--- src/hdl/assert_macros.svh ---
// assertion helpers shared by the rtl
`ifndef ASSERT_MACROS_SVH
`define ASSERT_MACROS_SVH

`ifndef SYNTH

// property must hold at every clock edge outside reset
`define B2R_ASSERT(lbl, clk, rstn, prop, msg) \
  lbl: assert property (@(posedge clk) disable iff (!rstn) prop) else $error(msg);

// condition must never be seen at a clock edge outside reset
`define B2R_ASSERT_NEVER(lbl, clk, rstn, cond, msg) \
  lbl: assert property (@(posedge clk) disable iff (!rstn) !(cond)) else $error(msg);

`else

`define B2R_ASSERT(lbl, clk, rstn, prop, msg)

`define B2R_ASSERT_NEVER(lbl, clk, rstn, cond, msg)

`endif

`endif

--- src/hdl/b2r_pkg.sv ---
package b2r_pkg;

  localparam int unsigned QueueDepth = 2;

  localparam logic [7:0] AsciiI = 8'h49;
  localparam logic [7:0] AsciiV = 8'h56;
  localparam logic [7:0] AsciiX = 8'h58;
  localparam logic [7:0] AsciiL = 8'h4c;
  localparam logic [7:0] AsciiC = 8'h43;
  localparam logic [7:0] AsciiD = 8'h44;
  localparam logic [7:0] AsciiM = 8'h4d;

  // decimal digits of one value; thousands already cleared when it was four
  typedef struct packed {
    logic [1:0] th;
    logic [3:0] hun;
    logic [3:0] ten;
    logic [3:0] one;
  } digits_t;

  // which of a position's three symbols a step of a digit uses
  typedef enum logic [1:0] {
    SK_UNIT,
    SK_FIVE,
    SK_NEXT
  } sym_kind_e;

  // number of symbols a decimal digit expands to
  function automatic logic [2:0] digit_len(input logic [3:0] d);
    logic [2:0] n;
    case (d) inside
      4'd1, 4'd5:             n = 3'd1;
      4'd2, 4'd4, 4'd6, 4'd9: n = 3'd2;
      4'd3, 4'd7:             n = 3'd3;
      4'd8:                   n = 3'd4;
      default:                n = 3'd0;
    endcase
    return n;
  endfunction

  function automatic sym_kind_e digit_kind(input logic [3:0] d, input logic [1:0] idx);
    sym_kind_e k;
    case (d) inside
      4'd4:        k = (idx == 2'd1) ? SK_FIVE : SK_UNIT;
      [4'd5:4'd8]: k = (idx == 2'd0) ? SK_FIVE : SK_UNIT;
      4'd9:        k = (idx == 2'd1) ? SK_NEXT : SK_UNIT;
      default:     k = SK_UNIT;
    endcase
    return k;
  endfunction

  // pos 0 units, 1 tens, 2 hundreds, 3 thousands
  function automatic logic [7:0] roman_sym(input logic [1:0] pos, input sym_kind_e k);
    logic [7:0] s;
    case (pos)
      2'd0: s = (k == SK_UNIT) ? AsciiI : (k == SK_FIVE) ? AsciiV : AsciiX;
      2'd1: s = (k == SK_UNIT) ? AsciiX : (k == SK_FIVE) ? AsciiL : AsciiC;
      2'd2: s = (k == SK_UNIT) ? AsciiC : (k == SK_FIVE) ? AsciiD : AsciiM;
      default: s = AsciiM;
    endcase
    return s;
  endfunction

endpackage

--- src/hdl/b2r_front.sv ---
module b2r_front (
  input  logic              clk_i,
  input  logic              rst_ni,
  input  logic              start_i,
  input  logic [11:0]       value_i,
  output logic              busy_o,
  output logic              push_o,
  output b2r_pkg::digits_t  push_data_o,
  input  logic              full_i
);

  logic       a_valid_q, a_valid_d;
  logic [1:0] a_th_q, a_th_d;
  logic [9:0] a_rem_q, a_rem_d;

  logic       b_valid_q, b_valid_d;
  logic [1:0] b_th_q;
  logic [3:0] b_hun_q;
  logic [6:0] b_rem_q;

  logic        b_adv;
  logic        accept;
  logic [11:0] sub;
  logic [15:0] hun_prod;
  logic [3:0]  hun;
  logic [9:0]  rem2_full;
  logic [13:0] ten_prod;
  logic [3:0]  ten;
  logic [6:0]  one_full;

  assign b_adv  = !b_valid_q || !full_i;
  assign busy_o = a_valid_q && !b_adv;
  assign accept = start_i && !busy_o;

  // thousands by compare, a thousands digit of four emits nothing
  always_comb begin
    if (value_i >= 12'd4000) begin
      a_th_d = 2'd0;
      sub    = 12'd4000;
    end else if (value_i >= 12'd3000) begin
      a_th_d = 2'd3;
      sub    = 12'd3000;
    end else if (value_i >= 12'd2000) begin
      a_th_d = 2'd2;
      sub    = 12'd2000;
    end else if (value_i >= 12'd1000) begin
      a_th_d = 2'd1;
      sub    = 12'd1000;
    end else begin
      a_th_d = 2'd0;
      sub    = 12'd0;
    end
    a_rem_d = 10'(value_i - sub);
  end

  // hundreds: r * 41 / 4096 is exact for r below 1000
  assign hun_prod  = {6'd0, a_rem_q} * 16'd41;
  assign hun       = hun_prod[15:12];
  assign rem2_full = a_rem_q - 10'(hun) * 10'd100;

  // tens: r * 103 / 1024 is exact for r below 100
  assign ten_prod = {7'd0, b_rem_q} * 14'd103;
  assign ten      = ten_prod[13:10];
  assign one_full = b_rem_q - 7'(ten) * 7'd10;

  assign push_o            = b_valid_q && !full_i;
  assign push_data_o.th    = b_th_q;
  assign push_data_o.hun   = b_hun_q;
  assign push_data_o.ten   = ten;
  assign push_data_o.one   = one_full[3:0];

  always_comb begin
    a_valid_d = a_valid_q;
    b_valid_d = b_valid_q;
    if (b_adv) begin
      b_valid_d = a_valid_q;
      a_valid_d = accept;
    end else if (!a_valid_q) begin
      a_valid_d = accept;
    end
  end

  always_ff @(posedge clk_i or negedge rst_ni) begin
    if (!rst_ni) begin
      a_valid_q <= 1'b0;
      b_valid_q <= 1'b0;
    end else begin
      a_valid_q <= a_valid_d;
      b_valid_q <= b_valid_d;
    end
  end

  always_ff @(posedge clk_i) begin
    if (accept) begin
      a_th_q  <= a_th_d;
      a_rem_q <= a_rem_d;
    end
    if (b_adv && a_valid_q) begin
      b_th_q  <= a_th_q;
      b_hun_q <= hun;
      b_rem_q <= rem2_full[6:0];
    end
  end

endmodule

--- src/hdl/b2r_queue.sv ---
module b2r_queue (
  input  logic              clk_i,
  input  logic              rst_ni,
  input  logic              push_i,
  input  b2r_pkg::digits_t  data_i,
  output logic              full_o,
  input  logic              pop_i,
  output b2r_pkg::digits_t  data_o,
  output logic              empty_o
);

  localparam int unsigned PtrW = (b2r_pkg::QueueDepth > 1) ? $clog2(b2r_pkg::QueueDepth) : 1;
  localparam int unsigned CntW = $clog2(b2r_pkg::QueueDepth + 1);

  b2r_pkg::digits_t mem_q [b2r_pkg::QueueDepth];

  logic [PtrW-1:0] wr_q, wr_d, rd_q, rd_d;
  logic [CntW-1:0] cnt_q, cnt_d;

  assign full_o  = (cnt_q == CntW'(b2r_pkg::QueueDepth));
  assign empty_o = (cnt_q == '0);
  assign data_o  = mem_q[rd_q];

  always_comb begin
    wr_d  = wr_q;
    rd_d  = rd_q;
    cnt_d = cnt_q;
    if (push_i) begin
      wr_d = (wr_q == PtrW'(b2r_pkg::QueueDepth - 1)) ? '0 : wr_q + 1'b1;
    end
    if (pop_i) begin
      rd_d = (rd_q == PtrW'(b2r_pkg::QueueDepth - 1)) ? '0 : rd_q + 1'b1;
    end
    if (push_i && !pop_i) begin
      cnt_d = cnt_q + 1'b1;
    end else if (pop_i && !push_i) begin
      cnt_d = cnt_q - 1'b1;
    end
  end

  always_ff @(posedge clk_i or negedge rst_ni) begin
    if (!rst_ni) begin
      wr_q  <= '0;
      rd_q  <= '0;
      cnt_q <= '0;
    end else begin
      wr_q  <= wr_d;
      rd_q  <= rd_d;
      cnt_q <= cnt_d;
    end
  end

  always_ff @(posedge clk_i) begin
    if (push_i) begin
      mem_q[wr_q] <= data_i;
    end
  end

endmodule

--- src/hdl/b2r_back.sv ---
module b2r_back (
  input  logic              clk_i,
  input  logic              rst_ni,
  input  b2r_pkg::digits_t  rec_i,
  input  logic              empty_i,
  output logic              pop_o,
  output logic              valid_o,
  output logic [7:0]        symbol_o,
  output logic              empty_res_o,
  output logic              last_o
);

  logic       act_q, act_d;
  logic       emp_q, emp_d;
  logic [3:0] dig_q [4];
  logic [3:0] dig_d [4];
  logic [1:0] pos_q, pos_d;
  logic [1:0] idx_q, idx_d;

  logic       valid_q;
  logic [7:0] symbol_q;
  logic       empty_res_q;
  logic       last_q;

  logic [3:0] cur;
  logic [2:0] cur_len;
  logic       end_digit;
  logic       below_nz;
  logic [1:0] next_pos;
  logic       item_last;
  logic       load_nz;
  logic [1:0] load_pos;
  logic [7:0] sym;

  assign cur       = dig_q[pos_q];
  assign cur_len   = b2r_pkg::digit_len(cur);
  assign end_digit = ({1'b0, idx_q} == (cur_len - 3'd1));

  // next lower position that still has symbols
  always_comb begin
    below_nz = 1'b0;
    next_pos = 2'd0;
    for (int p = 0; p < 4; p++) begin
      if (2'(p) < pos_q && dig_q[p] != 4'd0) begin
        below_nz = 1'b1;
        next_pos = 2'(p);
      end
    end
  end

  assign item_last = emp_q || (end_digit && !below_nz);
  assign pop_o     = (!act_q || item_last) && !empty_i;

  always_comb begin
    dig_d[3] = {2'b00, rec_i.th};
    dig_d[2] = rec_i.hun;
    dig_d[1] = rec_i.ten;
    dig_d[0] = rec_i.one;
    load_nz  = 1'b0;
    load_pos = 2'd0;
    for (int p = 0; p < 4; p++) begin
      if (dig_d[p] != 4'd0) begin
        load_nz  = 1'b1;
        load_pos = 2'(p);
      end
    end
  end

  always_comb begin
    act_d = act_q;
    emp_d = emp_q;
    pos_d = pos_q;
    idx_d = idx_q;
    if (pop_o) begin
      act_d = 1'b1;
      emp_d = !load_nz;
      pos_d = load_pos;
      idx_d = 2'd0;
    end else if (act_q && item_last) begin
      act_d = 1'b0;
    end else if (act_q && end_digit) begin
      pos_d = next_pos;
      idx_d = 2'd0;
    end else if (act_q) begin
      idx_d = idx_q + 2'd1;
    end
  end

  assign sym = emp_q ? 8'd0 : b2r_pkg::roman_sym(pos_q, b2r_pkg::digit_kind(cur, idx_q));

  always_ff @(posedge clk_i or negedge rst_ni) begin
    if (!rst_ni) begin
      act_q   <= 1'b0;
      valid_q <= 1'b0;
    end else begin
      act_q   <= act_d;
      valid_q <= act_q;
    end
  end

  always_ff @(posedge clk_i) begin
    emp_q       <= emp_d;
    pos_q       <= pos_d;
    idx_q       <= idx_d;
    symbol_q    <= sym;
    empty_res_q <= emp_q;
    last_q      <= item_last;
    if (pop_o) begin
      for (int p = 0; p < 4; p++) begin
        dig_q[p] <= dig_d[p];
      end
    end
  end

  assign valid_o     = valid_q;
  assign symbol_o    = symbol_q;
  assign empty_res_o = empty_res_q;
  assign last_o      = last_q;

endmodule

--- src/hdl/binary_to_roman_numeral.sv ---
// channel   | ports                                   | handshake
// ----------+-----------------------------------------+---------------------------------
// input     | value_i                                 | start_i high, busy_o low
// result    | symbol_o, empty_res_o, last_o           | valid_o high for one cycle
//
// a value runs through a two stage digit splitter into a two entry queue;
// the symbol sequencer then gives one symbol per cycle; a numeral has
// 1 to 15 symbols, and a value with no symbols gives a single empty item
// when free, first symbol runs through splitter, queue, sequencer and output register
// busy_o rises only while both splitter stages hold a value and the queue is full
// reset clears all valid flags and the queue pointers; the receiver never stalls

`include "assert_macros.svh"

module binary_to_roman_numeral (
  input  logic        clk_i,
  input  logic        rst_ni,
  input  logic        start_i,
  input  logic [11:0] value_i,
  output logic        busy_o,
  output logic        valid_o,
  output logic [7:0]  symbol_o,
  output logic        empty_res_o,
  output logic        last_o
);

  // digits handed from the splitter to the queue
  b2r_pkg::digits_t push_data;
  b2r_pkg::digits_t pop_data;
  logic             q_push;
  logic             q_full;
  logic             q_pop;
  logic             q_empty;

  // empty item that is not alone or carries a symbol
  logic             bad_empty;

  // front: thousands by compare, hundreds and tens by reciprocal multiply
  b2r_front u_front (
    .clk_i       (clk_i),
    .rst_ni      (rst_ni),
    .start_i     (start_i),
    .value_i     (value_i),
    .busy_o      (busy_o),
    .push_o      (q_push),
    .push_data_o (push_data),
    .full_i      (q_full)
  );

  // decouples digit splitting from symbol emission
  b2r_queue u_queue (
    .clk_i   (clk_i),
    .rst_ni  (rst_ni),
    .push_i  (q_push),
    .data_i  (push_data),
    .full_o  (q_full),
    .pop_i   (q_pop),
    .data_o  (pop_data),
    .empty_o (q_empty)
  );

  // back: walks digits most significant first, one symbol per cycle,
  // and pops the next entry in the same cycle as it forms the last symbol
  b2r_back u_back (
    .clk_i       (clk_i),
    .rst_ni      (rst_ni),
    .rec_i       (pop_data),
    .empty_i     (q_empty),
    .pop_o       (q_pop),
    .valid_o     (valid_o),
    .symbol_o    (symbol_o),
    .empty_res_o (empty_res_o),
    .last_o      (last_o)
  );

  assign bad_empty = valid_o && empty_res_o && (!last_o || symbol_o != 8'd0);

  // symbols of one transaction leave as an unbroken run
  `B2R_ASSERT(a_run_contiguous, clk_i, rst_ni, valid_o && !last_o |=> valid_o, "symbol run broken")

  // an empty item stands alone and carries no symbol
  `B2R_ASSERT_NEVER(a_empty_alone, clk_i, rst_ni, bad_empty, "bad empty item")

  // every queue pop shows up at the result ports after the sequencer state and output register
  `B2R_ASSERT(a_pop_to_result, clk_i, rst_ni, q_pop |-> ##2 valid_o, "pop without result")

endmodule

--- config.mk ---
export PLATFORM = sky130hd
export DESIGN_NAME = binary_to_roman_numeral
export DESIGN_NICKNAME = d
export VERILOG_FILES = /design/src/hdl/b2r_pkg.sv /design/src/hdl/b2r_front.sv /design/src/hdl/b2r_queue.sv /design/src/hdl/b2r_back.sv /design/src/hdl/binary_to_roman_numeral.sv
export VERILOG_INCLUDE_DIRS = /design/src /design/src/hdl
export SDC_FILE = /design/constraint.sdc
export NUM_CORES = 1
export LEC_CHECK = 0
export BUFFER_PORTS_ARGS = -buffer_cell sky130_fd_sc_hd__clkbuf_2
export CAP_MARGIN = 20
export CORE_MARGIN = 1.5
export CORE_UTILIZATION = 65
export CTS_CLUSTER_DIAMETER = 50
export CTS_CLUSTER_SIZE = 20
export DETAILED_ROUTE_END_ITERATION = 8
export GPL_TIMING_DRIVEN = 0
export HOLD_SLACK_MARGIN = 0.06
export PLACE_DENSITY = 0.84
export SLEW_MARGIN = 20
export SYNTH_ARGS = -nofsm -noshare
export SYNTH_HDL_FRONTEND = slang
export SYNTH_SLANG_ARGS = --single-unit
export TNS_END_PERCENT = 50
--- constraint.sdc ---
create_clock -name clk_i -period 10.4 [get_ports clk_i]
set_clock_uncertainty 0.1 [all_clocks]
set_input_delay 2.08 -clock clk_i [delete_from_list [all_inputs] [get_ports clk_i]]
set_output_delay 2.08 -clock clk_i [all_outputs]
set_load 0.02 [all_outputs]
### Word-level counts from Yosys, hierarchy flattened

Memory sizes are Yosys's and may differ from the RTL's. A register that Yosys moved wholly into a read port is not among the register bits.
Cells that the tools add are included.

* $add $sub $neg: 9
* $mul: 4
* order comparisons: 10
* equal/unequal tests: 16
* multiplexer cells: 56
* bitwise gates (word level): 1
* reductions and logical operators: 49

Operator list (count)
* $mux 10: 4
* $mux 2: 18
* $reduce_bool 4->1: 7
* $ge 12x12->1 const B: 2
* $mux 8: 3
* $pmux 8 s3: 1
* $mux 1: 23
* $eq 4x3->1 const B: 4
* $mul 10x6->16 const B: 1
* $logic_and 1x1->1: 15
* $mul 7x7->14 const B: 1
* $ge 12x10->1 const B: 1
* $ge 12x11->1 const B: 1
* $mux 3: 4
* $mux 4: 3
* $logic_not 1->1: 10
* $reduce_bool 2->1: 5
* $sub 10x10->10: 1
* $eq 4x2->1 const B: 2
* $eq 4x4->1 const B: 2
* $logic_not 2->1: 4
* $sub 7x7->7: 1
* $eq 2x1->1 const B: 3
* $mul 4x5->5 const B: 1
* other kinds (19): 28

* bits in registers: 48
* RAM bits: 44
* input port bits: 15
* memories kept: 2

Memories
* u_queue.mem_q: depth 2, width 14, read ports 1, clocked after memory_dff 0, wr ports 1, RTL line b2r_queue.sv:15 `b2r_pkg::digits_t mem_q [b2r_pkg::QueueDepth];`
* u_back.dig_q: depth 4, width 4, read ports 5, clocked after memory_dff 1, wr ports 4, RTL line b2r_back.sv:15 `logic [3:0] dig_q [4];`

### Logic depth before layout (Yosys ltp)

Gate-level depths: netlist of run 1.
An unclocked memory read counts as a cell.

* word-level depth: 15
* depth in mapped cells: 18
* mapped depth without buffers: 17

### Modules after synthesis

Synthesis of run 1 repeated with hierarchy kept, for this count alone.

* cells, all modules: 471
* area, all modules: 5796.8 µm²

Modules (own cells, without submodules)
* b2r_front: instances 1, cells each 284, area each 3065.4 µm², seq. area each 800.8 µm²
* b2r_back: instances 1, cells each 127, area each 1481.4 µm², seq. area each 800.8 µm²
* b2r_queue: instances 1, cells each 60, area each 1249.9 µm², seq. area each 940.9 µm²

### Worst setup path after synthesis of run 1

No wires, ideal clock.

* path type: reg-to-reg
* from: reg u_front.b_rem_q[5]
* to: mem u_queue.mem_q[0][3] in the netlist's numbering (data pin)
* data arrival time: 4171 ps
* data required time: 10037 ps
* slack: 5866 ps
* stages on the path, launching flop included: 18
* clock period less this slack: 4534 ps
* path through: edfxtp_1 inv_1 ha_1 fa_1 inv_1 fa_1 ha_1 ha_1 a21o_1 nand2_1 o21ai_0 nor3b_1 ha_1 inv_1 fa_1 xnor2_1 xnor2_1 xnor2_1

RTL lines
* start, declared: RTL line b2r_front.sv:19 `logic [6:0] b_rem_q;`
* start signal, assigned: RTL line b2r_front.sv:101 `b_rem_q <= rem2_full[6:0];`
* end, declared: RTL line b2r_queue.sv:15

==> flow_metrics.env, run 1 <==
export IMPL_drc_errors=0
export IMPL_diodes=0
export IMPL_grt_max_degree=18
export IMPL_grt_pass1_wl_mm=16.3
export IMPL_via_per_inst=5.88
export IMPL_dr_max_layer_used="met4"
export IMPL_status="complete, no violations"
export IMPL_synth_area_sq_um=5690
export IMPL_clk_latency_ns=0.36
export IMPL_tightest_slew_ns=0.847
export IMPL_worstPathRequired_ns=10.39
export IMPL_hold_path_class="reg2reg"
export IMPL_row_count=33
export IMPL_cp_arrival_ns=5.19
export IMPL_grt_usage_pct=23.3
export IMPL_max_clock_freq_mhz=193
export IMPL_fin_setup_tns_ns=0
export IMPL_die_area_sq_um=9320
export IMPL_htree_levels=3
export IMPL_numClockSinks=90
export IMPL_rsz0062_at_grt="false"
export IMPL_wire_per_inst_microns=15.6
export IMPL_clk_pin_slew_ns=0.10
export IMPL_die_h_microns=96.5
export IMPL_io_pins=27
export IMPL_clockBufferDepth=2
export IMPL_m1WireLength_mm=4.09
export IMPL_met3_length_microns=299
export IMPL_dr_wl_met2_mm=4.85
export IMPL_numCtsBuffers=9
export IMPL_setup_viol=0
export IMPL_dr_pass1_iters=4
export IMPL_synthDistinctLibCells=64
export IMPL_avgSynthCellArea_sq_um=12.4
export IMPL_path_max_fanout=5
export IMPL_synth_seq_cells=90
export IMPL_hold_viol=0
export IMPL_start_util_pct=68.2
export IMPL_async_flop_share_pct=8.89
export IMPL_yosys_warnings=0
export IMPL_first_iter_violations=151
export IMPL_fin_nets=613
export IMPL_crit_path_end_kind="register"
export IMPL_period_needed_ns=5.19
export IMPL_yosysSeqAreaShare_pct=44.7
export IMPL_worstSetupPathType="reg2reg"
export IMPL_ant_nets=0
export IMPL_cts_resized_gates=0
export IMPL_slew_headroom_pct=43.4
export IMPL_synth_edf_count=70
export IMPL_yosys_area_top_type="edfxtp_1"
export IMPL_clockRootBuffer="clkbuf_8"
export IMPL_globalplace_congestion=0.892
export IMPL_dp_hpwl_mm=7.29
export IMPL_synth_top_area_share_pct=37.0
export IMPL_antenna_found_initial=0
export IMPL_yosys_most_used_dff="edfxtp_1"
export IMPL_vias=3565
export IMPL_synth_area_top_cells="edfxtp_1 (37%), ha_1 (19%), fa_1 (5.3%)"
export IMPL_drv_cap=0
export IMPL_overflow=0
export IMPL_drive_gt1_share_pct=13.6
export IMPL_synth_common_cells="ha_1 (87), edfxtp_1 (70), inv_1 (48), xnor2_1 (21), a21oi_1 (16)"
export IMPL_coreArea_sq_um=8340
export IMPL_holdBufCountCts=0
export IMPL_r2r_slack_ns=5.21
export IMPL_cts_tree="yes"
export IMPL_slew_violations=0
export IMPL_fin_crit_sh_pct=49.9
export IMPL_start_kind="register"
export IMPL_grt_pass1_vias=3658
export IMPL_yosysMostFrequentCell="ha_1"
export IMPL_syn2layout_area_growth_pct=7.61
export IMPL_post_cts_buffers=0
export IMPL_port_buffers=24
export IMPL_wirelength_mm=9.43
export IMPL_syn_inst=460
export IMPL_die_w_microns=96.5
==> registers in the layout, indices dropped and copies added, names as in the netlist, 4 cells and up, named ones only <==
| name | cells |
|---|---|
| u_queue.mem_q | 28 |
| u_front.b_hun_q | 4 |
| u_front.b_rem_q | 7 |
| u_back.dig_q | 14 |
| u_back.symbol_o | 6 |
| u_front.a_rem_q | 10 |
==> layer usage <==
metal | track usage [%] | up-vias
met5 | 0 | -
met4 | 9.66 | 0
met3 | 3.68 | 16
met2 | 41.4 | 70
met1 | 27.9 | 1715
li1 | - | 1764
==> cells by family after synthesis <==
| kind of cell | after synthesis | synth area share [%] |
|---|---|---|
| xor+xnor | 31 | 4.77 |
| other cells | 1 | 0.0659 |
| compound gates | 75 | 9.06 |
| simple gates | 83 | 7.96 |
| fa+ha+maj | 102 | 24.4 |
| buf+inv | 56 | 4.00 |
| flops | 90 | 44.7 |
| mux | 22 | 5.02 |
==> layout make-up <==
| class | count | area [sq um] |
|---|---|---|
| buffer | 8 | 47.5 |
| clock buffer | 10 | 128 |
| clock inverter | 6 | 47.5 |
| fill | 556 | 2220 |
| inverter | 48 | 180 |
| multi-input combinational | 315 | 2920 |
| sequential | 90 | 2540 |
| tap | 105 | 131 |
| timing repair buffer | 24 | 120 |
==> through the flow <==
| step | instance area, sq um | hold WS, ns | util, % | std cells | worst slack, ns |
|---|---|---|---|---|---|
| 3_3_place_gp | 5940 | 0.260 | 71.3 | 590 | 5.39 |
| 6_report | 6120 | 0.284 | 73.4 | 606 | 5.21 |
| 3_5_place_dp | 5940 | 0.271 | 71.3 | 590 | 5.22 |
| 5_1_grt | 6120 | 0.298 | 73.4 | 606 | 4.91 |
| 2_1_floorplan | 5690 | 0.247 | - | 461 | 5.87 |
| 4_1_cts | 6120 | 0.292 | 73.4 | 606 | 5.19 |
==> path summary, 6_finish.rpt <==
check                                              from                       endpoint  depth (start not counted)
max                        u_front.b_rem_q[5]$_DFFE_PP_  u_queue.mem_q[0][3]$_DFFE_PP_                         17
min                            u_back.act_q$_DFFE_PN0P_       u_back.valid_o$_DFF_PN0_                          0
max reg2reg                u_front.b_rem_q[5]$_DFFE_PP_  u_queue.mem_q[0][3]$_DFFE_PP_                         17
min reg2reg                    u_back.act_q$_DFFE_PN0P_       u_back.valid_o$_DFF_PN0_                          0
max in group asynchronous                        rst_ni       u_back.act_q$_DFFE_PN0P_                          1
min in group asynchronous                        rst_ni   u_queue.cnt_q[0]$_DFFE_PN0P_                          1
==> layout by cell type, fill, tap and decap left out, drive strengths merged, types with 12 or more instances in the layout <==
master,n
ha,87
edfxtp,70
inv,53
clkbuf,37
xnor2,21
a21oi,17
mux2,16
nand2,15
fa,15
nor2,14
o21ai,14
dfxtp,12
==> worst max-delay path, cell delays in order, from the launching register on <==
cell,delay (ns)
edfxtp_1,0.49
inv_1,0.07
ha_1,0.34
fa_1,0.54
inv_1,0.06
fa_1,0.47
ha_1,0.30
ha_1,0.32
a21o_1,0.21
nand2_1,0.08
o21ai_0,0.09
nor3b_1,0.71
ha_1,0.26
inv_1,0.05
fa_1,0.37
xnor2_1,0.19
xnor2_1,0.10
xnor2_1,0.19
Power of run 1 is not shown: default switching activity piles up to over one toggle a cycle in this logic, so the estimate is an artifact.
==> run 2: changes to the inputs <==
Settings changed: ABC_AREA set to 1, CORE_UTILIZATION 65 to 62, PLACE_DENSITY 0.84 to 0.8.
Clock period 10.4 ns to 4.9 ns, I/O delays scaled along.
==> flow_metrics.env, run 2 <==
export IMPL_rsz0062_at_grt="false"
export IMPL_grt_pass1_vias=4011
export IMPL_overflow=0
export IMPL_synth_common_cells="nand2_1 (121), ha_1 (87), inv_1 (74), edfxtp_1 (70)"
export IMPL_yosys_warnings=0
export IMPL_hold_path_class="in2async"
export IMPL_avgSynthCellArea_sq_um=10.1
export IMPL_cp_arrival_ns=4.73
export IMPL_coreArea_sq_um=9110
export IMPL_dr_pass1_iters=4
export IMPL_path_buf_inv=3
export IMPL_grt_usage_pct=22.0
export IMPL_yosys_most_used_dff="edfxtp_1"
export IMPL_htree_levels=3
export IMPL_slew_headroom_pct=38.9
export IMPL_synth_seq_cells=90
export IMPL_synthDistinctLibCells=46
export IMPL_start_kind="register"
export IMPL_multi_input_area_sq_um=2940
export IMPL_synth_area_sq_um=5770
export IMPL_port_buffers=24
export IMPL_synth_area_top_cells="edfxtp_1 (36%), ha_1 (19%), nand2_1 (7.9%)"
export IMPL_path_cells="buf_4 > ha_1 > fa_1 > fa_1 > ha_1 > ha_1 > nand2_1 > o21a_1 > nand2_2 > xor2_2 > ha_1 > inv_1 > fa_2 > xnor2_1 > or2_2 > nand2_1 > nand2_1 > nand2_1 > inv_1"
export IMPL_synth_top_area_share_pct=36.4
export IMPL_vias=3948
export IMPL_worstPathRequired_ns=4.92
export IMPL_via_per_inst=5.39
export IMPL_yosys_area_top_type="edfxtp_1"
export IMPL_async_flop_share_pct=8.89
export IMPL_io_pins=27
export IMPL_start_util_pct=63.4
export IMPL_numClockSinks=90
export IMPL_grt_pass1_wl_mm=17.0
export IMPL_met3_length_microns=219
export IMPL_globalplace_congestion=0.888
export IMPL_drc_errors=0
export IMPL_layout_common_cells="nand2_1 (120), ha_1 (86), inv_1 (73)"
export IMPL_period_needed_ns=4.71
export IMPL_mostFrequentLayoutCell="nand2_1"
export IMPL_cts_tree="yes"
export IMPL_antenna_found_initial=0
export IMPL_rr_worst_depth=19
export IMPL_cp_depth=19
export IMPL_numCtsBuffers=9
export IMPL_m1WireLength_mm=4.28
export IMPL_first_iter_violations=160
export IMPL_r2r_end="u_queue.mem_q[1][3]$_DFFE_PP_"
export IMPL_hold_viol=0
export IMPL_reg_top3="u_queue.mem_q (28), u_back.dig_q (14), u_front.a_rem_q (10)"
export IMPL_crit_slowest_cell="fa_1"
export IMPL_tightest_slew_ns=0.893
export IMPL_die_w_microns=99.5
export IMPL_row_count=35
export IMPL_setup_viol=0
export IMPL_holdBufCountCts=0
export IMPL_wirelength_mm=10.0
export IMPL_largest_register_ffs=28
export IMPL_syn2layout_area_growth_pct=9.35
export IMPL_fin_setup_tns_ns=0
export IMPL_cp_slowest_stage_delay_ns=0.54
export IMPL_clockRootBuffer="clkbuf_8"
export IMPL_dp_hpwl_mm=8.02
export IMPL_r2r_slack_ns=0.19
export IMPL_clk_pin_slew_ns=0.11
export IMPL_yosysSeqAreaShare_pct=44.1
export IMPL_crit_path_end_kind="register"
export IMPL_r2r_start="u_front.b_rem_q[2]$_DFFE_PP_"
export IMPL_clockBufferDepth=2
export IMPL_die_area_sq_um=9900
export IMPL_diodes=0
export IMPL_fillers=675
export IMPL_yosysMostFrequentCell="nand2_1"
export IMPL_clk_latency_ns=0.37
export IMPL_drive_gt1_share_pct=12.7
export IMPL_drv_cap=0
export IMPL_syn_inst=573
export IMPL_ant_nets=0
export IMPL_critical_path_top_delay_family="adder cells"
export IMPL_die_h_microns=99.5
export IMPL_path_max_fanout=3
export IMPL_worstSetupPathType="reg2reg"
export IMPL_max_clock_freq_mhz=212
export IMPL_fin_nets=733
export IMPL_dr_max_layer_used="met4"
export IMPL_fin_crit_sh_pct=96.1
export IMPL_dr_wl_met2_mm=5.36
export IMPL_grt_max_degree=19
export IMPL_synth_edf_count=70
export IMPL_wire_per_inst_microns=13.7
export IMPL_regArea_sq_um=2540
export IMPL_largest_register="u_queue.mem_q"
export IMPL_status="complete, no violations"
export IMPL_slew_violations=0
-- run 2: cell count changes after synthesis, moves of 7 or more --
cell     delta
xnor2_1    -16
xor2_1      +7
nand3_1    +21
nor2_1     +14
a21oi_1    +12
inv_1      +26
a21o_1      -8
mux2_2     -12
nor2b_1     -7
nand2_1   +106
-- run 2: timing repair --
| action | CTS | global route |
|---|---|---|
| setup endpoints to repair | 2 | 2 |
| resized for setup | 1 | 5 |
| hold endpoints to repair | 0 | 0 |
| setup buffers | 4 | 3 |
-- run 2: cell families after synthesis --
kind of cell    count (synthesis)  synth area share (%)
simple gates                  210                  16.3
fa+ha+maj                     102                  24.1
flops                          90                  44.1
buf+inv                        84                  5.62
compound gates                 63                  6.40
xor+xnor                       22                  3.34
other cells                     1                0.0650
mux                             1                 0.173
-- run 2: metrics by stage --
step	setup slack [ns]	cell area (sq um)	cells	util, %	hold WS (ns)
3_5_place_dp	-0.199	6040	709	66.3	0.310
6_report	0.190	6310	732	69.3	0.333
5_1_grt	0.00524	6310	732	69.3	0.321
2_1_floorplan	0.344	5770	574	-	0.300
4_1_cts	0.0753	6260	729	68.8	0.323
3_3_place_gp	0.0315	6030	709	66.2	0.305
-- run 2: worst max path at each step --
stage                                       startpoint                             to  slack, ns
after CTS                 u_front.b_rem_q[2]$_DFFE_PP_  u_queue.mem_q[1][3]$_DFFE_PP_       0.08
after detailed placement  u_front.b_rem_q[5]$_DFFE_PP_  u_queue.mem_q[1][3]$_DFFE_PP_      -0.20
after global placement    u_front.b_rem_q[5]$_DFFE_PP_  u_queue.mem_q[1][3]$_DFFE_PP_       0.03
after global routing      u_front.b_rem_q[1]$_DFFE_PP_  u_queue.mem_q[1][3]$_DFFE_PP_      0.005
after floorplan           u_front.b_rem_q[5]$_DFFE_PP_  u_queue.mem_q[0][3]$_DFFE_PP_       0.34
final                     u_front.b_rem_q[2]$_DFFE_PP_  u_queue.mem_q[1][3]$_DFFE_PP_       0.19
-- run 2: final cells by class --
| class | instances | area share, % |
|---|---|---|
| sequential | 90 | 40.3 |
| timing repair buffer | 31 | 2.74 |
| clock buffer | 9 | 1.96 |
| clock inverter | 7 | 1.07 |
| inverter | 78 | 4.64 |
| tap | 111 | 2.20 |
| buffer | 6 | 0.496 |
| multi-input combinational | 400 | 46.6 |
-- run 2: metal layers --
metal	global-route usage, %	vias to the layer above
met4	10.1	0
met5	0	-
met2	40.7	53
met1	25.2	1849
met3	3.23	14
li1	-	2032
Power of run 2 is left out for the same reason.
==> run 3: changes to the inputs <==
Settings changed: ABC_AREA 1 to unset, SKIP_CTS_REPAIR_TIMING set to 1.
==> flow_metrics.env, run 3 (same netlist as run 1, synthesis figures left out) <==
export IMPL_wire_per_inst_microns=15.6
export IMPL_failed_checks="design-rule violations"
export IMPL_r2r_start="u_front.b_rem_q[5]$_DFFE_PP_"
export IMPL_htree_levels=3
export IMPL_clockBufferDepth=2
export IMPL_tightest_slew_ns=0.711
export IMPL_mostFrequentLayoutCell="ha_1"
export IMPL_worst_slack_ns=0.162
export IMPL_busiest_layer="met2"
export IMPL_rr_worst_depth=17
export IMPL_die_h_microns=98.8
export IMPL_globalplace_congestion=0.919
export IMPL_start_kind="register"
export IMPL_grt_use_met2_pct=38.9
export IMPL_regArea_sq_um=2540
export IMPL_grt_max_degree=16
export IMPL_reg_top3="u_queue.mem_q (28), u_back.dig_q (14), u_front.a_rem_q (10)"
export IMPL_clk_pin_slew_ns=0.08
export IMPL_port_buffers=24
export IMPL_r2r_slack_ns=0.16
export IMPL_max_clock_freq_mhz=211
export IMPL_drc_errors=3
export IMPL_antenna_found_initial=0
export IMPL_fin_crit_sh_pct=96.7
export IMPL_drv_cap=0
export IMPL_r2r_end="u_queue.mem_q[1][3]$_DFFE_PP_"
export IMPL_row_count=34
export IMPL_layout_common_cells="ha_1 (87), edfxtp_1 (70), inv_1 (48)"
export IMPL_slew_headroom_pct=52.6
export IMPL_syn2layout_area_growth_pct=10.9
export IMPL_hp_start="u_back.act_q$_DFFE_PN0P_"
export IMPL_cp_startpoint="u_front.b_rem_q[5]$_DFFE_PP_"
export IMPL_grt_util_met3_pct=3.55
export IMPL_ant_nets=0
export IMPL_numClockSinks=90
export IMPL_largest_register_ffs=28
export IMPL_dp_hpwl_mm=7.66
export IMPL_die_area_sq_um=9760
export IMPL_via_per_inst=5.78
export IMPL_grt_pass1_wl_mm=16.5
export IMPL_wirelength_mm=9.75
export IMPL_io_pins=27
export IMPL_hold_path_class="reg2reg"
export IMPL_place_ws_ns=-0.207
export IMPL_status="finished, violations left"
export IMPL_hold_end="u_back.valid_o$_DFF_PN0_"
export IMPL_clk_latency_ns=0.35
export IMPL_grt_usage_pct=21.3
export IMPL_vias=3608
export IMPL_coreArea_sq_um=8810
export IMPL_start_util_pct=64.6
export IMPL_first_iter_violations=106
export IMPL_fin_nets=628
export IMPL_dr_pass1_iters=6
export IMPL_worstSetupPathType="reg2reg"
export IMPL_hold_depth=0
export IMPL_period_needed_ns=4.74
export IMPL_fillers=603
export IMPL_multi_input_area_sq_um=2960
export IMPL_overflow=0
export IMPL_grt_pass1_vias=3708
export IMPL_numCtsBuffers=9
export IMPL_setup_viol=0
export IMPL_crit_path_end_kind="register"
export IMPL_diodes=0
export IMPL_cts_tree="yes"
export IMPL_cp_arrival_ns=4.72
export IMPL_largest_register="u_queue.mem_q"
export IMPL_worstPathRequired_ns=4.88
export IMPL_hold_viol=0
export IMPL_grtUsageMet1_pct=25.2
export IMPL_drive_gt1_share_pct=17.2
export IMPL_slew_violations=0
export IMPL_die_w_microns=98.8
export IMPL_clockRootBuffer="clkbuf_8"
export IMPL_path_max_fanout=4
run 3: cell count changes in the layout (fill, tap and decap cells not counted), moves of 8 or more:
| cell | delta |
|---|---|
| a21o_1 | +8 |
| a21oi_1 | -14 |
| buf_4 | +8 |
| inv_1 | -25 |
| mux2_2 | +12 |
| nand2_1 | -105 |
| nand3_1 | -21 |
| nor2_1 | -12 |
| o21ai_0 | -8 |
| xnor2_1 | +15 |
run 3: cell type report:
class / instances / area share, %
clock inverters: 2 / 0.198
clock buffers: 14 / 3.09
flip-flops and latches: 90 / 40.3
inverters: 48 / 2.86
well taps: 108 / 2.14
plain buffers: 8 / 0.754
multi-input cells: 315 / 47.0
repair buffers: 39 / 3.69
run 3: per-layer routing:
metal,wire length (microns),vias up
li1,-,1791
met1,4040,1735
met2,5230,65
met3,291,17
met4,193,0
met5,0,-
run 3: critical path: stages (launching register included):
cell	delay, ns
edfxtp_1	0.42
inv_1	0.06
ha_1	0.33
fa_1	0.55
inv_1	0.06
fa_1	0.47
ha_1	0.30
ha_1	0.32
a21o_1	0.22
a21oi_2	0.16
o21ai_2	0.09
a21o_1	0.21
xor2_2	0.21
inv_1	0.09
fa_1	0.43
xnor2_1	0.19
xnor2_1	0.15
xnor2_1	0.11
run 3: worst max-delay path by stage:
stage                                     to  slack, ns  cells after the start
3_3_place_gp   u_queue.mem_q[0][3]$_DFFE_PP_      -0.10                     17
6_report       u_queue.mem_q[1][3]$_DFFE_PP_       0.16                     17
4_1_cts        u_queue.mem_q[1][3]$_DFFE_PP_      -0.22                     17
2_1_floorplan  u_queue.mem_q[0][3]$_DFFE_PP_       0.37                     17
3_5_place_dp   u_queue.mem_q[0][3]$_DFFE_PP_      -0.21                     17
5_1_grt        u_queue.mem_q[0][3]$_DFFE_PP_      -0.09                     17
run 3: per-stage QoR:
stage               utilization (%)  hold slack [ns]  setup TNS [ns]  instance area [sq um]  std cells
global placement               67.5            0.261          -0.206                   5950        593
detailed placement             67.5            0.272          -0.413                   5950        593
global route                   71.6            0.303          -0.173                   6310        624
floorplan                         -            0.247               0                   5690        461
finish                         71.6            0.294               0                   6310        624
CTS                            69.9            0.291          -0.441                   6150        609
Power of run 3 is left out for the same reason.
